[src/rtl/core/wola_pkg.sv]
// Shared constants, types and the window table for the overlap-add synthesis block.
package wola_pkg;

   // Frame geometry
   localparam int FRAME_SIZE = 512;
   localparam int HOP_SIZE   = 128;
   localparam int EFF_HOP    = (HOP_SIZE < FRAME_SIZE) ? HOP_SIZE : FRAME_SIZE;
   localparam int POS_W      = $clog2(FRAME_SIZE);
   localparam int POSX_W     = POS_W + 1;
   localparam int HALF_SIZE  = (FRAME_SIZE + 1) / 2;
   localparam int WIN_IDX_W  = $clog2(HALF_SIZE);

   // Datapath widths
   localparam int SAMPLE_W = 16;
   localparam int WIN_W    = 16;
   localparam int ACC_W    = 20;
   localparam int MUL_W    = SAMPLE_W + WIN_W + 1;

   typedef logic [POS_W-1:0]           pos_type;
   typedef logic [POSX_W-1:0]          posx_type;
   typedef logic signed [SAMPLE_W-1:0] sample_type;
   typedef logic [WIN_W-1:0]           window_type;
   typedef logic signed [ACC_W-1:0]    acc_type;
   typedef logic [WIN_W-1:0]           window_rom_type [HALF_SIZE];

   localparam pos_type  POS_LAST    = POS_W'(FRAME_SIZE - 1);
   localparam posx_type FRAME_EXT   = POSX_W'(FRAME_SIZE);
   localparam posx_type HOP_EXT     = POSX_W'(EFF_HOP);
   localparam posx_type HOP_LAST    = POSX_W'(EFF_HOP - 1);
   localparam acc_type  ACC_MAX     = acc_type'(524287);
   localparam acc_type  ACC_MIN     = acc_type'(-524288);

   // Item held in the first pipeline stage
   typedef struct packed {
      logic       valid;
      pos_type    slot;
      sample_type sample;
      window_type window;
      logic       emit;
      logic       last;
      logic       fresh;
   } s1_type;

   // Finished sum handed to the output stage
   typedef struct packed {
      logic    push;
      acc_type acc;
      logic    last;
   } res_type;

   // Window table generation (elaboration only)
   localparam longint unsigned PI_Q30   = 64'd3373259426;
   localparam longint unsigned LAST_POS = longint'(FRAME_SIZE - 1);
   localparam longint unsigned TERM_DIV [8] = '{6, 20, 42, 72, 110, 156, 210, 272};

   // sin(pi*i/(N-1)) by a Taylor series in Q30, rounded to Q0.16
   function automatic window_type window_value(input int unsigned i);
      longint unsigned m;
      longint unsigned x;
      longint unsigned x2;
      longint unsigned term;
      longint          sum;
      m = (longint'(i) <= LAST_POS - longint'(i)) ? longint'(i) : LAST_POS - longint'(i);
      x = (PI_Q30 * m + LAST_POS / 2) / LAST_POS;
      x2 = (x * x) >> 30;
      term = x;
      sum = longint'(x);
      for (int k = 0; k < 8; k++) begin
         term = ((term * x2) >> 30) / TERM_DIV[k];
         if ((k % 2) == 0)
            sum = sum - longint'(term);
         else
            sum = sum + longint'(term);
      end
      if (sum < 0)
         sum = 0;
      sum = (sum + 8192) >>> 14;
      if (sum > 65535)
         sum = 65535;
      return sum[WIN_W-1:0];
   endfunction

   // Half table: the window is symmetric about the frame centre
   function automatic window_rom_type build_window();
      window_rom_type t;
      for (int i = 0; i < HALF_SIZE; i++)
         t[i] = window_value(i);
      return t;
   endfunction

   localparam window_rom_type WINDOW_ROM = build_window();

endpackage

[src/rtl/core/wola_mac.sv]
// Window multiply, accumulate with saturation and write-back with forwarding.
module wola_mac
   import wola_pkg::*;
(
   input  logic             clock,
   input  logic             reset,
   input  s1_type           s1,
   input  logic             rd_en,
   input  pos_type          rd_addr,
   input  logic [ACC_W-1:0] rd_data,
   input  logic             out_free,
   output logic             s1_adv,
   output logic             wr_en,
   output pos_type          wr_addr,
   output logic [ACC_W-1:0] wr_data,
   output res_type          res
);

   typedef struct packed {
      logic    valid;
      pos_type slot;
      acc_type prod;
      acc_type old;
      logic    emit;
      logic    last;
   } s2_type;

   s2_type  s2_ff, s2_in;
   logic    byp_hit_ff;
   acc_type byp_data_ff;

   logic signed [MUL_W-1:0] mul_full;
   logic signed [MUL_W-1:0] mul_rnd;
   acc_type                 s1_old;
   acc_type                 old_fwd;
   logic signed [ACC_W:0]   sum_wide;
   acc_type                 acc_sat;
   logic                    s2_adv;

   // Flow control: a non-emitting item retires without the output stage
   assign s2_adv = s2_ff.valid && (!s2_ff.emit || out_free);
   assign s1_adv = s1.valid && (!s2_ff.valid || s2_adv);

   // Product rounded from Q1.31 to Q3.17, halves up
   always_comb begin
      mul_full = MUL_W'($signed(s1.sample)) * MUL_W'($signed({1'b0, s1.window}));
      mul_rnd  = mul_full + MUL_W'(8192);
   end

   // Read data, with the write that raced the read and the write during the stall
   always_comb begin
      s1_old  = byp_hit_ff ? byp_data_ff : $signed(rd_data);
      old_fwd = (wr_en && (wr_addr == s1.slot)) ? $signed(wr_data) : s1_old;
   end

   always_comb begin
      s2_in.valid = 1'b1;
      s2_in.slot  = s1.slot;
      s2_in.prod  = acc_type'(mul_rnd >>> 14);
      s2_in.old   = s1.fresh ? '0 : old_fwd;
      s2_in.emit  = s1.emit;
      s2_in.last  = s1.last;
   end

   // Saturating accumulate
   always_comb begin
      sum_wide = {s2_ff.old[ACC_W-1], s2_ff.old} + {s2_ff.prod[ACC_W-1], s2_ff.prod};
      if (sum_wide[ACC_W] != sum_wide[ACC_W-1])
         acc_sat = sum_wide[ACC_W] ? ACC_MIN : ACC_MAX;
      else
         acc_sat = sum_wide[ACC_W-1:0];
   end

   // Emitted slots go back to zero for the next overlap
   assign wr_en   = s2_adv;
   assign wr_addr = s2_ff.slot;
   assign wr_data = s2_ff.emit ? '0 : acc_sat;

   always_ff @(posedge clock) begin
      if (rd_en) begin
         byp_hit_ff  <= wr_en && (wr_addr == rd_addr);
         byp_data_ff <= $signed(wr_data);
      end
   end

   always_ff @(posedge clock) begin
      if (reset) begin
         s2_ff.valid <= 1'b0;
      end else if (s1_adv) begin
         s2_ff <= s2_in;
      end else if (s2_adv) begin
         s2_ff.valid <= 1'b0;
      end
   end

   assign res.push = s2_adv && s2_ff.emit;
   assign res.acc  = acc_sat;
   assign res.last = s2_ff.last;

endmodule
[config.mk]
export PLATFORM = sky130hd
export DESIGN_NAME = wola_mac
export DESIGN_NICKNAME = d
export VERILOG_FILES = /design/src/rtl/core/wola_pkg.sv /design/src/rtl/core/wola_mac.sv
export SDC_FILE = /design/constraint.sdc
export NUM_CORES = 1
export LEC_CHECK = 0
export ABC_CLOCK_PERIOD_IN_PS = 18000
export BUFFER_PORTS_ARGS = -buffer_cell sky130_fd_sc_hd__buf_2
export CAP_MARGIN = 0
export CORE_MARGIN = 1.5
export CORE_UTILIZATION = 60
export CTS_BUF_LIST = sky130_fd_sc_hd__clkbuf_4
export DETAILED_ROUTE_END_ITERATION = 6
export PLACE_DENSITY = 0.93
export SYNTH_ARGS = -nofsm -noshare
export SYNTH_HDL_FRONTEND = slang
export SYNTH_SLANG_ARGS = --single-unit
[constraint.sdc]
create_clock -name clock -period 18 [get_ports clock]
set_input_delay 0.9 -clock clock [delete_from_list [all_inputs] [get_ports clock]]
set_output_delay 0.9 -clock clock [all_outputs]
set_load 0.005 [all_outputs]
* Word-level counts from Yosys, hierarchy flattened
Cells that the tools add are included.
Word-level totals: register bits 72, input bits 78
Operators by class: $add $sub $neg 2, $mul 1, equality and inequality tests 3, mux-type cells 7, bitwise operators 1, reductions and logical operators 11
Operators by type and width (number):
- 20-bit two-way mux | 5
- 33-bit by 15-bit adder with 33-bit output (second input constant) | 1
- 16-bit by 17-bit multiplier with 33-bit output | 1
- 20-bit by 19-bit adder with 21-bit output | 1
- 9-bit == test | 2
- 1-bit logical AND | 5
- 1-bit zero test | 2
- 1-bit logical OR | 2
- 1-bit two-way mux | 2
- 2-bit AND reduction | 1
- 2-bit nonzero test | 1
- 1-bit != test | 1
- 1-bit inverter | 1

* Logic depth before layout (Yosys ltp)
Gate-level depths: netlist of run 1.
word-level depth 6, depth in mapped cells 23, depth with buffers taken out 22

* Worst setup path after synthesis of run 1
Ideal clock, no wire load.
kind in2reg, start input port s1[13] in the netlist's numbering, end register s2_ff[33] in the netlist's numbering (data pin), library setup time 258 ps, arrival time 6245 ps, data required time 17742 ps, setup slack 11498 ps, stages 21, cells stage by stage clkbuf_1 > nand2_1 > fa_1 > fa_1 > fa_1 > fa_1 > inv_1 > fa_1 > inv_1 > fa_1 > inv_1 > ha_1 > a211oi_1 > o21ai_0 > a21oi_1 > o21ai_0 > a221oi_2 > o221ai_1 > a21o_1 > a21oi_1 > xnor2_1
Between the ends: word-level cells in the longest chain between the ends 2
RTL lines:
- start, declared | line wola_mac.sv:7 | input s1_type s1,
- 16-bit by 17-bit multiplier with 33-bit output | line wola_mac.sv:46 | mul_full = MUL_W'($signed(s1.sample)) * MUL_W'($signed({1'b0, s1.window}));
- 33-bit by 15-bit adder with 33-bit output | line wola_mac.sv:47 | mul_rnd = mul_full + MUL_W'(8192);
- named net mul_rnd[25] | line wola_mac.sv:33 | logic signed [MUL_W-1:0] mul_rnd;
- end signal, assigned | line wola_mac.sv:90 | s2_ff <= s2_in;
- end, declared | line wola_mac.sv:28 | s2_type s2_ff, s2_in;
The timed path passes the listed nets, and every way through them passes these cells. A chain may end at the register's enable or synchronous reset.

* Worst setup path after layout of run 1
start input port s1[26] in the netlist's numbering, end register s2_ff[40] (netlist name)
Between the ends: word-level cells in the longest chain between the ends 2
RTL lines (line):
- 16-bit by 17-bit multiplier with 33-bit output | wola_mac.sv:46
- 33-bit by 15-bit adder with 33-bit output | wola_mac.sv:47
- named net mul_rnd[32] | wola_mac.sv:33
The timed path passes the listed nets, and every way through them passes these cells.

==> summary.md, run 1 <==
| Metric | Value |
|---|---|
| XOR/XNOR Fraction of Synth Area | 3.71% |
| Post-cts sizing count | 0 |
| Mapped Nets | approximately 1700 |
| Critical path type | input pin to register |
| Fill cells | between 1000 and 1500 |
| Final RePlAce weighted congestion | 0.911 |
| Fin crit period | slightly below 7 ns |
| Final WL | around 30000 um |
| CTS tree | built |
| Critical Path AT | 6.99 ns |
| Most common cell after layout, fill and taps aside | inv_1 |
| Worst r2r src | s2_ff[2]$_SDFFCE_PP0P_ |
| Normalized max-slew margin | a little over a fifth |
| Hold_ws | ~0.54 ns |
| H-tree Lvls | 3 |
| Post-DRT Antenna Nets | 0 |
| Diode count | 0 |
| Post-DP HPWL | 24800 um |
| Commonest non-fill, non-tap cells in the layout | inv_1 (246), fa_1 (195), nand2_1 (174) |
| Layout cells sized above 1 | a little over an eighth |
| Max_cap viols | 0 |
| Largest net degree at the start of global routing | 51 |
| Final Max Slew Viols | 0 |
| Final non-filler cell total | ~1700 |
| # setup viols final | 0 |
| First-pass GRT wire length | 50000 um |
| Cells on worst reg2reg path | 12 |
| Die X | around 150 um |
| Vias in the first global route | 10200 |
| Total number of vias | just under 10000 |
| CP Capture Type | register |
| Chip Height | between 100 and 150 um |
| Starting density of the core | between 60% and 70% |
| I/O pin cnt | 131 |
| Die footprint | 0.0217 mm^2 |
| Post-synth EDFFs | 71 |
| Mapped Cells | between 1000 and 1500 |
| Skew final | ~0.028 ns |
| Worst setup SP type | input pin |
| # rows | 52 |
| Hold depth | 2 |
| DRT iter0 DRCs | roughly 880 |
| Hold Crit Endpoint | s2_ff[51]$_SDFFE_PP0P_ |
| Power density over the cells | 186 mW/mm^2 |
| Slew @ Worst Pin | ~1.2 ns |
| Setup tns final | 0 ns |
| Nets | 1828 |
| Clock root cell | clkbuf_4 |
| RSZ-0062 raised after global routing | false |
| Simple-gate share of the synthesized area | approximately 16% |
| Synthesized area per cell | about 9.4 um^2 |
| Area grow syn2layout | 7.59% |
| DR vias/cell | 5.79 |
| Yosys Warn Count | 0 |
| Antenna violations before repair | 0 |
| Peak supply drop | ~0.00022 V |
| Seq cells post-synth | between 70 and 80 |
| Port buffer count | between 100 and 150 |
| Reg2reg end | s2_ff[19]$_SDFFCE_PP0P_ |
| Clock Tree Buf Depth | 2 |
| Achievable clock frequency | 147 MHz |
| Asr flop ratio synth | 0% |
| Fin crit share | approximately 38% |
| Worst hold start | s2_ff[51]$_SDFFE_PP0P_ |
| Placed cells | between 1500 and 2000 |
| Count of cell types in the netlist | just over 60 |
| Multiplexer share of the synthesized area | under 10% |
| Core area | approximately 0.020 mm^2 |
| Hold Fails Final Rpt | 0 |
| Outcome | completed |
| Leakage | 6.72 nW |
| Compound-Gate Fraction of Synth Area | under 10% |
| GR Overflow Total | 0 |
| Overall Global Routing Usage | 29.2% |
| Sink Count | 72 |
| Pre-antenna DRT Iters | 6 |
| Worst hold-check path type | register to register |
| Worst reg-to-reg setup slack | 14.14 ns |
| Clock latency on the worst-skew pair | 0.46 ns |
| Number of buffers created by CTS | 9 |
| Place WS | 10.71 ns |
| Worst path required time | between 15 and 20 ns |
| Mapped Area | 0.0125 mm^2 |
| Largest family of logic cells by synthesized area | adder cells |
| Setup bufs post-CTS | 0 |
| Crit-path max FO | 16 |
| PnR worst setup slack | approximately 11 ns |
| Adder-cell area share of the yosys netlist | between 40% and 50% |
| Seq/Total Area, Yosys | between 10% and 20% |
| CTS hold repair buffers | 0 |
| Clk pin slew, worst setup/hold paths | 0.12 ns |
| Top_reg_cell synth | edfxtp_1 |
| Wire per inst | around 18 um |
| DRC | 0 |
==> flip-flops by register name, summed over array words and instances, names as in the netlist <==
name	flops
res	1
byp_hit_ff	1
byp_data_ff	20
wr_addr	9
s2_ff	41
==> cell usage after synthesis, types with 17 or more instances <==
library cell,instances,area (um^2)
a21oi_1,35,175
and2_1,114,713
clkbuf_1,36,135
edfxtp_1,71,2130
fa_1,195,3900
ha_1,137,1710
inv_1,246,923
mux2_2,19,214
nand2_1,174,653
nor2_1,80,300
o21ai_0,24,120
xnor2_1,36,315
xor2_1,17,149
==> worst max-delay path, stage by stage <==
cell	delay, ns
buf_2	0.31
nand2_1	0.14
fa_1	0.57
inv_1	0.06
fa_1	0.50
inv_1	0.06
fa_1	0.55
inv_1	0.06
fa_1	0.46
fa_1	0.49
inv_1	0.05
fa_1	0.47
inv_1	0.04
ha_1	0.32
nand4_1	0.09
nor2_1	0.08
o21ai_0	0.08
o21ai_0	0.61
a221oi_2	0.22
o31a_2	0.44
o221ai_2	0.23
and4_1	0.23
nor3_1	0.05
==> power breakdown <==
group | leakage [nW] | internal [mW] | switching, mW
Combinational | 5.93 | 0.863 | 1.18
Sequential | 0.696 | 0.313 | 0.0161
Clock | 0.0976 | 0.0728 | 0.0630
==> stage by stage <==
stage	util [%]	area [um^2]	total power, mW
floorplan	-	12500	1.82
global placement	65.2	13300	2.22
detailed placement	65.2	13300	2.35
CTS	66.1	13500	2.50
global route	66.1	13500	2.77
finish	66.1	13500	2.51
==> worst max path at each step <==
stage                     startpoint                   to
after CTS                     s1[26]  s2_ff[40]$_DFFE_PP_
after detailed placement      s1[26]  s2_ff[40]$_DFFE_PP_
after global placement        s1[26]  s2_ff[40]$_DFFE_PP_
after global routing          s1[26]  s2_ff[40]$_DFFE_PP_
final                         s1[26]  s2_ff[40]$_DFFE_PP_
after floorplan               s1[13]  s2_ff[33]$_DFFE_PP_
==> logic make-up (layout without fill, tap and decap cells) <==
kind of cell | Yosys count | count (layout)
simple gates | 423 | 423
fa+ha+maj | 333 | 333
buf+inv | 297 | 393
compound gates | 128 | 128
flops | 72 | 72
xor+xnor | 53 | 53
mux | 21 | 21
==> metal layers <==
metal	track usage (%)	part of all wire (%)	routed length, um	vias up
met5	0	0	0	-
met4	10.2	3.6	1110	0
met3	4.44	8.2	2490	103
met2	52.1	51	15600	493
met1	36.1	37	11300	4857
li1	-	-	-	4356
==> final cells by class <==
type / count / area (um^2) / area share (%)
Clock buffer: 10 / 75.1 / 0.558
Clock inverter: 6 / 115 / 0.855
Sequential cell: 72 / 2150 / 16.0
Inverter: 246 / 923 / 6.86
Tap cell: 270 / 338 / 2.51
Multi-Input combinational cell: 958 / 9200 / 68.4
Timing Repair Buffer: 131 / 658 / 4.89
Note: power is estimated with default switching activity, not from simulation.
==> run 2: changes to the inputs <==
- ABC_CLOCK_PERIOD_IN_PS: 18000 -> 6400
- clock period: 18 -> 6.4 ns (I/O delays scaled with it)
==> summary.md, run 2 (synthesis results as in run 1) <==
| Metric | Value |
|---|---|
| Outcome | completed |
| # setup viols final | 0 (unchanged) |
| Peak supply drop | 0.000567 V (+150%) |
| Placed cells | 1688 (+0.66%) |
| Clock Tree Buf Depth | 2 (unchanged) |
| Chip Height | 147 um (unchanged) |
| Start point of the critical path | s1[26] |
| Largest net degree at the start of global routing | 51 (unchanged) |
| Worst reg-to-reg setup slack | 2.52 ns (-11.62 ns) |
| First-pass GRT wire length | 48800 um (-2.5%) |
| CTS hold repair buffers | 0 (unchanged) |
| Core area | 0.0204 mm^2 (unchanged) |
| Post-cts sizing count | 0 (unchanged) |
| Design Power | 7.03 mW (+180%) |
| Max_cap viols | 0 (unchanged) |
| I/O pin cnt | 131 (unchanged) |
| Clock latency on the worst-skew pair | 0.45 ns (about the same) |
| Wire per inst | 17.5 um (-2.8%) |
| Final Max Slew Viols | 0 (unchanged) |
| Clock root cell | clkbuf_4 |
| Worst path required time | 6.58 ns (-11.61 ns) |
| Most common cell after layout, fill and taps aside | inv_1 |
| Total number of vias | 9803 (-0.061%) |
| Nets | 1839 (+0.60%) |
| CP peak stage delay | 0.55 ns (-0.06 ns) |
| Port buffer count | 130 (unchanged) |
| Post-DP HPWL | 24500 um (-1.0%) |
| Worst setup SP type | input pin |
| Most flops, register | s2_ff |
| DRC | 0 (unchanged) |
| Final RePlAce weighted congestion | 0.924 (+1.4%) |
| Die footprint | 0.0217 mm^2 (unchanged) |
| GR Overflow Total | 0 (unchanged) |
| Crit-path cells | buf_2, nand2_1, fa_1, inv_1, fa_1, inv_1, fa_1, inv_1, fa_1, fa_1, inv_1, fa_1, inv_1, ha_1, nand4_1, nor2_1, o21ai_0, o21ai_1, a221oi_2, o31a_2, o221ai_2, and4_1, nor3_1 |
| CP Capture Type | register |
| Overall Global Routing Usage | 28.3% (-0.91 points) |
| Achievable clock frequency | 169 MHz |
| CTS tree | built |
| Crit-path max FO | 16 (unchanged) |
| Skew final | 0.0307 ns (+0.00270 ns) |
| Commonest non-fill, non-tap cells in the layout | inv_1 (246), fa_1 (195), nand2_1 (174) |
| Diode count | 0 (unchanged) |
| Starting density of the core | 61.5% (unchanged) |
| Critical Path AT | 6.09 ns (-0.90 ns) |
| Worst hold start | s1[2] |
| Final non-filler cell total | 1704 (+0.65%) |
| Power density over the cells | 519 mW/mm^2 (+180%) |
| Fin crit share | ~92% |
| Clk pin slew, worst setup/hold paths | 0.14 ns (+0.02 ns) |
| Worst hold-check path type | input pin to register |
| H-tree Lvls | 3 (unchanged) |
| Hold Fails Final Rpt | 0 (unchanged) |
| Final WL | 29800 um (-2.1%) |
| Slowest cell on the critical path | fa_1 |
| Vias in the first global route | 10300 (+0.85%) |
| Fin crit period | approximately 6 ns |
| # rows | 52 (unchanged) |
| RSZ-0062 raised after global routing | false |
| Setup bufs post-CTS | 0 (unchanged) |
| Setup tns final | 0 ns (unchanged) |
| DR vias/cell | 5.75 (-0.71%) |
| Layout cells sized above 1 | 13.7% (+0.67 points) |
| DRT iter0 DRCs | 791 (-9.7%) |
| Sink Count | 72 (unchanged) |
| Post-DRT Antenna Nets | 0 (unchanged) |
| Area grow syn2layout | 8.25% |
| Critical path type | input pin to register |
| Normalized max-slew margin | 22.3% (+1.2 points) |
| Die X | 147 um (unchanged) |
| Pre-antenna DRT Iters | 7 (+1) |
| Leakage | 6.77 nW (+0.76%) |
| Max FFs per register | 41 (unchanged) |
| CP dominant cell by count | fa_1 |
| Antenna violations before repair | 0 (unchanged) |
| Worst r2r src | s2_ff[2]$_SDFFCE_PP0P_ |
| Number of buffers created by CTS | 9 (unchanged) |
| Slew @ Worst Pin | 1.16 ns (-0.0172 ns) |
[run 2: changes by cell type in the layout (fill, tap and decap cells not counted), sizes merged]
| cell | previous run | this run |
|---|---|---|
| buf | 131 | 142 |
[run 2: per-layer routing]
metal / up-vias / global-route usage, % / part of all wire (%)
li1: 4376 / - / -
met1: 4793 / 35.5 / 38
met2: 525 / 48.9 / 50
met3: 109 / 4.91 / 8.5
met4: 0 / 11.1 / 3.8
met5: - / 0 / 0
[run 2: area by class of cell]
class | count | area (um^2)
clock inverters | 6 | 115
fillers | 1454 | 6820
multi-input cells | 958 | 9200
inverters | 246 | 923
flip-flops and latches | 72 | 2150
repair buffers | 142 | 741
clock buffers | 10 | 75.1
well taps | 270 | 338
[run 2: through the flow]
step	utilization [%]	hold slack, ns	instance area [um^2]	setup WS, ns
finish	66.5	0.0312	13500	0.495
global route	66.5	0.00824	13500	0.222
CTS	66.5	0.0133	13500	0.351
detailed placement	65.6	0.499	13400	-0.124
global placement	65.6	0.485	13400	0.0812
floorplan	-	0.389	12500	0.478
[run 2: where the power goes]
part | total, mW | switching, mW | internal, mW
registers | 0.919 | 0.0403 | 0.879
clock network | 0.379 | 0.174 | 0.205
logic | 5.73 | 3.25 | 2.48
[run 2: critical path, delay by kind of cell]
family          cells  cell delay (ns)
simple gates        5             0.61
compound gates      5             1.26
fa+ha+maj           7             3.33
buf+inv             6             0.53
[run 2: worst paths after layout]
path | end | depth (start not counted)
worst min register to register | s2_ff[51]$_SDFFE_PP0P_ | 2
worst max-delay path | s2_ff[40]$_DFFE_PP_ | 23
worst max register to register | s2_ff[19]$_SDFFCE_PP0P_ | 12
worst min-delay path | s2_ff[1]$_DFFE_PP_ | 1
==> run 3: changes to the inputs <==
- ABC_AREA: not set -> 1
==> summary.md, run 3 <==
| Metric | Value |
|---|---|
| Simple-gate share of the synthesized area | 19.2% (+3.0 points) |
| Placed cells | 2110 (+25%) |
| Most flops, register | s2_ff |
| Worst hold-check path type | input pin to register |
| # setup viols final | 0 (unchanged) |
| Mapped Cells | 1770 (+33%) |
| CTS hold repair buffers | 0 (unchanged) |
| Outcome | completed |
| Fin crit share | 85.9% (-6.4 points) |
| Post-DRT Antenna Nets | 0 (unchanged) |
| Vias in the first global route | 12100 (+17%) |
| GR Overflow Total | 0 (unchanged) |
| Sink Count | 72 (unchanged) |
| Normalized max-slew margin | 40.2% (+18 points) |
| Commonest non-fill, non-tap cells in the layout | inv_1 (454), nand2_1 (454), fa_1 (195) |
| Chip Height | 155 um (+5.2%) |
| Peak supply drop | 0.000527 V (-7.0%) |
| Ranking of synthesized cells by area | fa_1 (28%), edfxtp_1 (15%), ha_1 (12%), inv_1 (12%), nand2_1 (12%) |
| CTS tree | built |
| Crit-path max FO | 16 (unchanged) |
| Final RePlAce weighted congestion | 0.992 (+7.4%) |
| Pre-antenna DRT Iters | 6 (-1) |
| Clock latency on the worst-skew pair | 0.43 ns (-0.02 ns) |
| Asr flop ratio synth | 0% (unchanged) |
| RSZ-0062 raised after global routing | false |
| Overall Global Routing Usage | 29.5% (+1.2 points) |
| Diode count | 0 (unchanged) |
| Critical Path AT | 5.70 ns (-0.39 ns) |
| Setup tns final | 0 ns (unchanged) |
| Synthesized area per cell | 7.84 um^2 (-17%) |
| Seq cells post-synth | 72 (unchanged) |
| Place WS | 0.517 ns (+0.641 ns) |
| XOR/XNOR Fraction of Synth Area | 2.21% (-1.5 points) |
| # rows | 55 (+5.8%) |
| Die X | 155 um (+5.2%) |
| Compound-Gate Fraction of Synth Area | 6.01% (-0.75 points) |
| Top_reg_cell synth | edfxtp_1 |
| Most instantiated cells after synthesis | inv_1 (454), nand2_1 (454), fa_1 (195) |
| Power density over the cells | 564 mW/mm^2 (+8.7%) |
| Core area | 0.0226 mm^2 (+11%) |
| Largest net degree at the start of global routing | 51 (unchanged) |
| Post-DP HPWL | 28500 um (+16%) |
| Die footprint | 0.0241 mm^2 (+11%) |
| CP Capture Type | register |
| Post-synth EDFFs | 71 (unchanged) |
| Achievable clock frequency | 182 MHz (+7.4%) |
| Skew final | 0.0180 ns (-0.0128 ns) |
| Final Max Slew Viols | 0 (unchanged) |
| Layout cells sized above 1 | 12.3% (-1.3 points) |
| Adder-cell area share of the yosys netlist | 40.5% (-4.5 points) |
| Worst path required time | 6.60 ns (+0.02 ns) |
| Leakage | 8.50 nW (+26%) |
| Port buffer count | 130 (unchanged) |
| PnR worst setup slack | 0.902 ns (+0.407 ns) |
| DRC | 0 (unchanged) |
| Total number of vias | 11600 (+19%) |
| Clock root cell | clkbuf_4 |
| Max FFs per register | 41 (unchanged) |
| Post-cts sizing count | 0 (unchanged) |
| Nets | 2246 (+22%) |
| Largest family of logic cells by synthesized area | adder cells |
| Max_cap viols | 0 (unchanged) |
| Critical path type | input pin to register |
| DR vias/cell | 5.47 (-4.9%) |
| Hold Fails Final Rpt | 0 (unchanged) |
| First-pass GRT wire length | 56600 um (+16%) |
| Mapped Nets | 2180 (+26%) |
| Slew @ Worst Pin | 0.897 ns (-0.264 ns) |
| Clock Tree Buf Depth | 2 (unchanged) |
| Antenna violations before repair | 0 (unchanged) |
| Final WL | 34300 um (+15%) |
| Area grow syn2layout | 6.05% |
| H-tree Lvls | 3 (unchanged) |
| Multiplexer share of the synthesized area | 1.62% (-0.25 points) |
| Fin crit period | 5.50 ns (-0.407 ns) |
| Number of buffers created by CTS | 9 (unchanged) |
| Worst setup SP type | input pin |
| Wire per inst | 16.1 um (-7.9%) |
| I/O pin cnt | 131 (unchanged) |
| Yosys top cell by area | fa_1 |
| Setup bufs post-CTS | 0 (unchanged) |
| Final non-filler cell total | 2126 (+25%) |
| Seq/Total Area, Yosys | 15.5% (-1.7 points) |
| Yosys Warn Count | 0 (unchanged) |
| Clk pin slew, worst setup/hold paths | 0.11 ns (-0.03 ns) |
| Design Power | 8.30 mW (+18%) |
| Synth top area share | 28.1% (-3.1 points) |
| Count of cell types in the netlist | 44 (-29%) |
| Starting density of the core | 61.3% (-0.15 points) |
| Mapped Area | 0.0139 mm^2 (+11%) |
| DRT iter0 DRCs | 866 (+9.5%) |
## run 3: final timing paths
path         cells after the start  slack (ns)                      to                   start
min reg2reg                      2        0.52  s2_ff[51]$_SDFFE_PP0P_  s2_ff[51]$_SDFFE_PP0P_
min                              1        0.06      s2_ff[1]$_DFFE_PP_                   s1[2]
max reg2reg                     15        3.48  s2_ff[3]$_SDFFCE_PP0P_     s2_ff[22]$_DFFE_PP_
max                             22        0.90     s2_ff[36]$_DFFE_PP_                  s1[10]
## run 3: stage by stage
| stage | hold WS, ns | utilization, % | cell area (um^2) |
|---|---|---|---|
| 2_1_floorplan | 0.389 | - | 13900 |
| 3_3_place_gp | 0.480 | 64.3 | 14600 |
| 3_5_place_dp | 0.498 | 64.3 | 14600 |
| 4_1_cts | 0.0429 | 65.0 | 14700 |
| 5_1_grt | 0.0447 | 65.0 | 14700 |
| 6_report | 0.0604 | 65.0 | 14700 |
## run 3: worst max-delay path, stage by stage
cell and delay (ns):
buf_2 0.33, nand2_1 0.14, fa_1 0.55, inv_1 0.05
fa_1 0.51, inv_1 0.06, fa_1 0.55, inv_1 0.06
fa_1 0.48, fa_1 0.51, inv_1 0.06, fa_1 0.48
inv_1 0.04, ha_1 0.35, nand2_1 0.13, inv_1 0.05
a21oi_1 0.32, o21ai_0 0.13, a221oi_1 0.35, nand2_1 0.10
nand2_1 0.07, nand2_1 0.04
## run 3: cell families after synthesis
family / Yosys count
buffers and inverters: 535
XOR/XNOR: 35
AO/OA/AOI/OAI: 143
flip-flops: 72
adder cells (fa/ha/maj): 332
multiplexers: 20
AND/OR/NAND/NOR: 633
## run 3: final cells by class
cell class	count	area, um^2
Multi-Input combinational cell	1163	9660
Fill cell	1823	7920
Sequential cell	72	2150
Inverter	456	1710
Timing Repair Buffer	134	681
Tap cell	285	357
Clock inverter	6	83.8
Clock buffer	10	75.1
## run 3: metal layers
metal	wire [um]	GRT usage, %	vias to the layer above
met5	0	0	-
met1	13200	35.7	5461
met4	1160	11.2	0
met2	17000	53.7	639
met3	2950	3.76	118
li1	-	-	5412
## run 3: power breakdown
group | internal (mW) | leakage [nW] | switching (mW)
Clock | 0.162 | 0.0901 | 0.160
Combinational | 2.59 | 7.72 | 4.47
Sequential | 0.879 | 0.695 | 0.0355
Total | 3.63 | 8.50 | 4.67
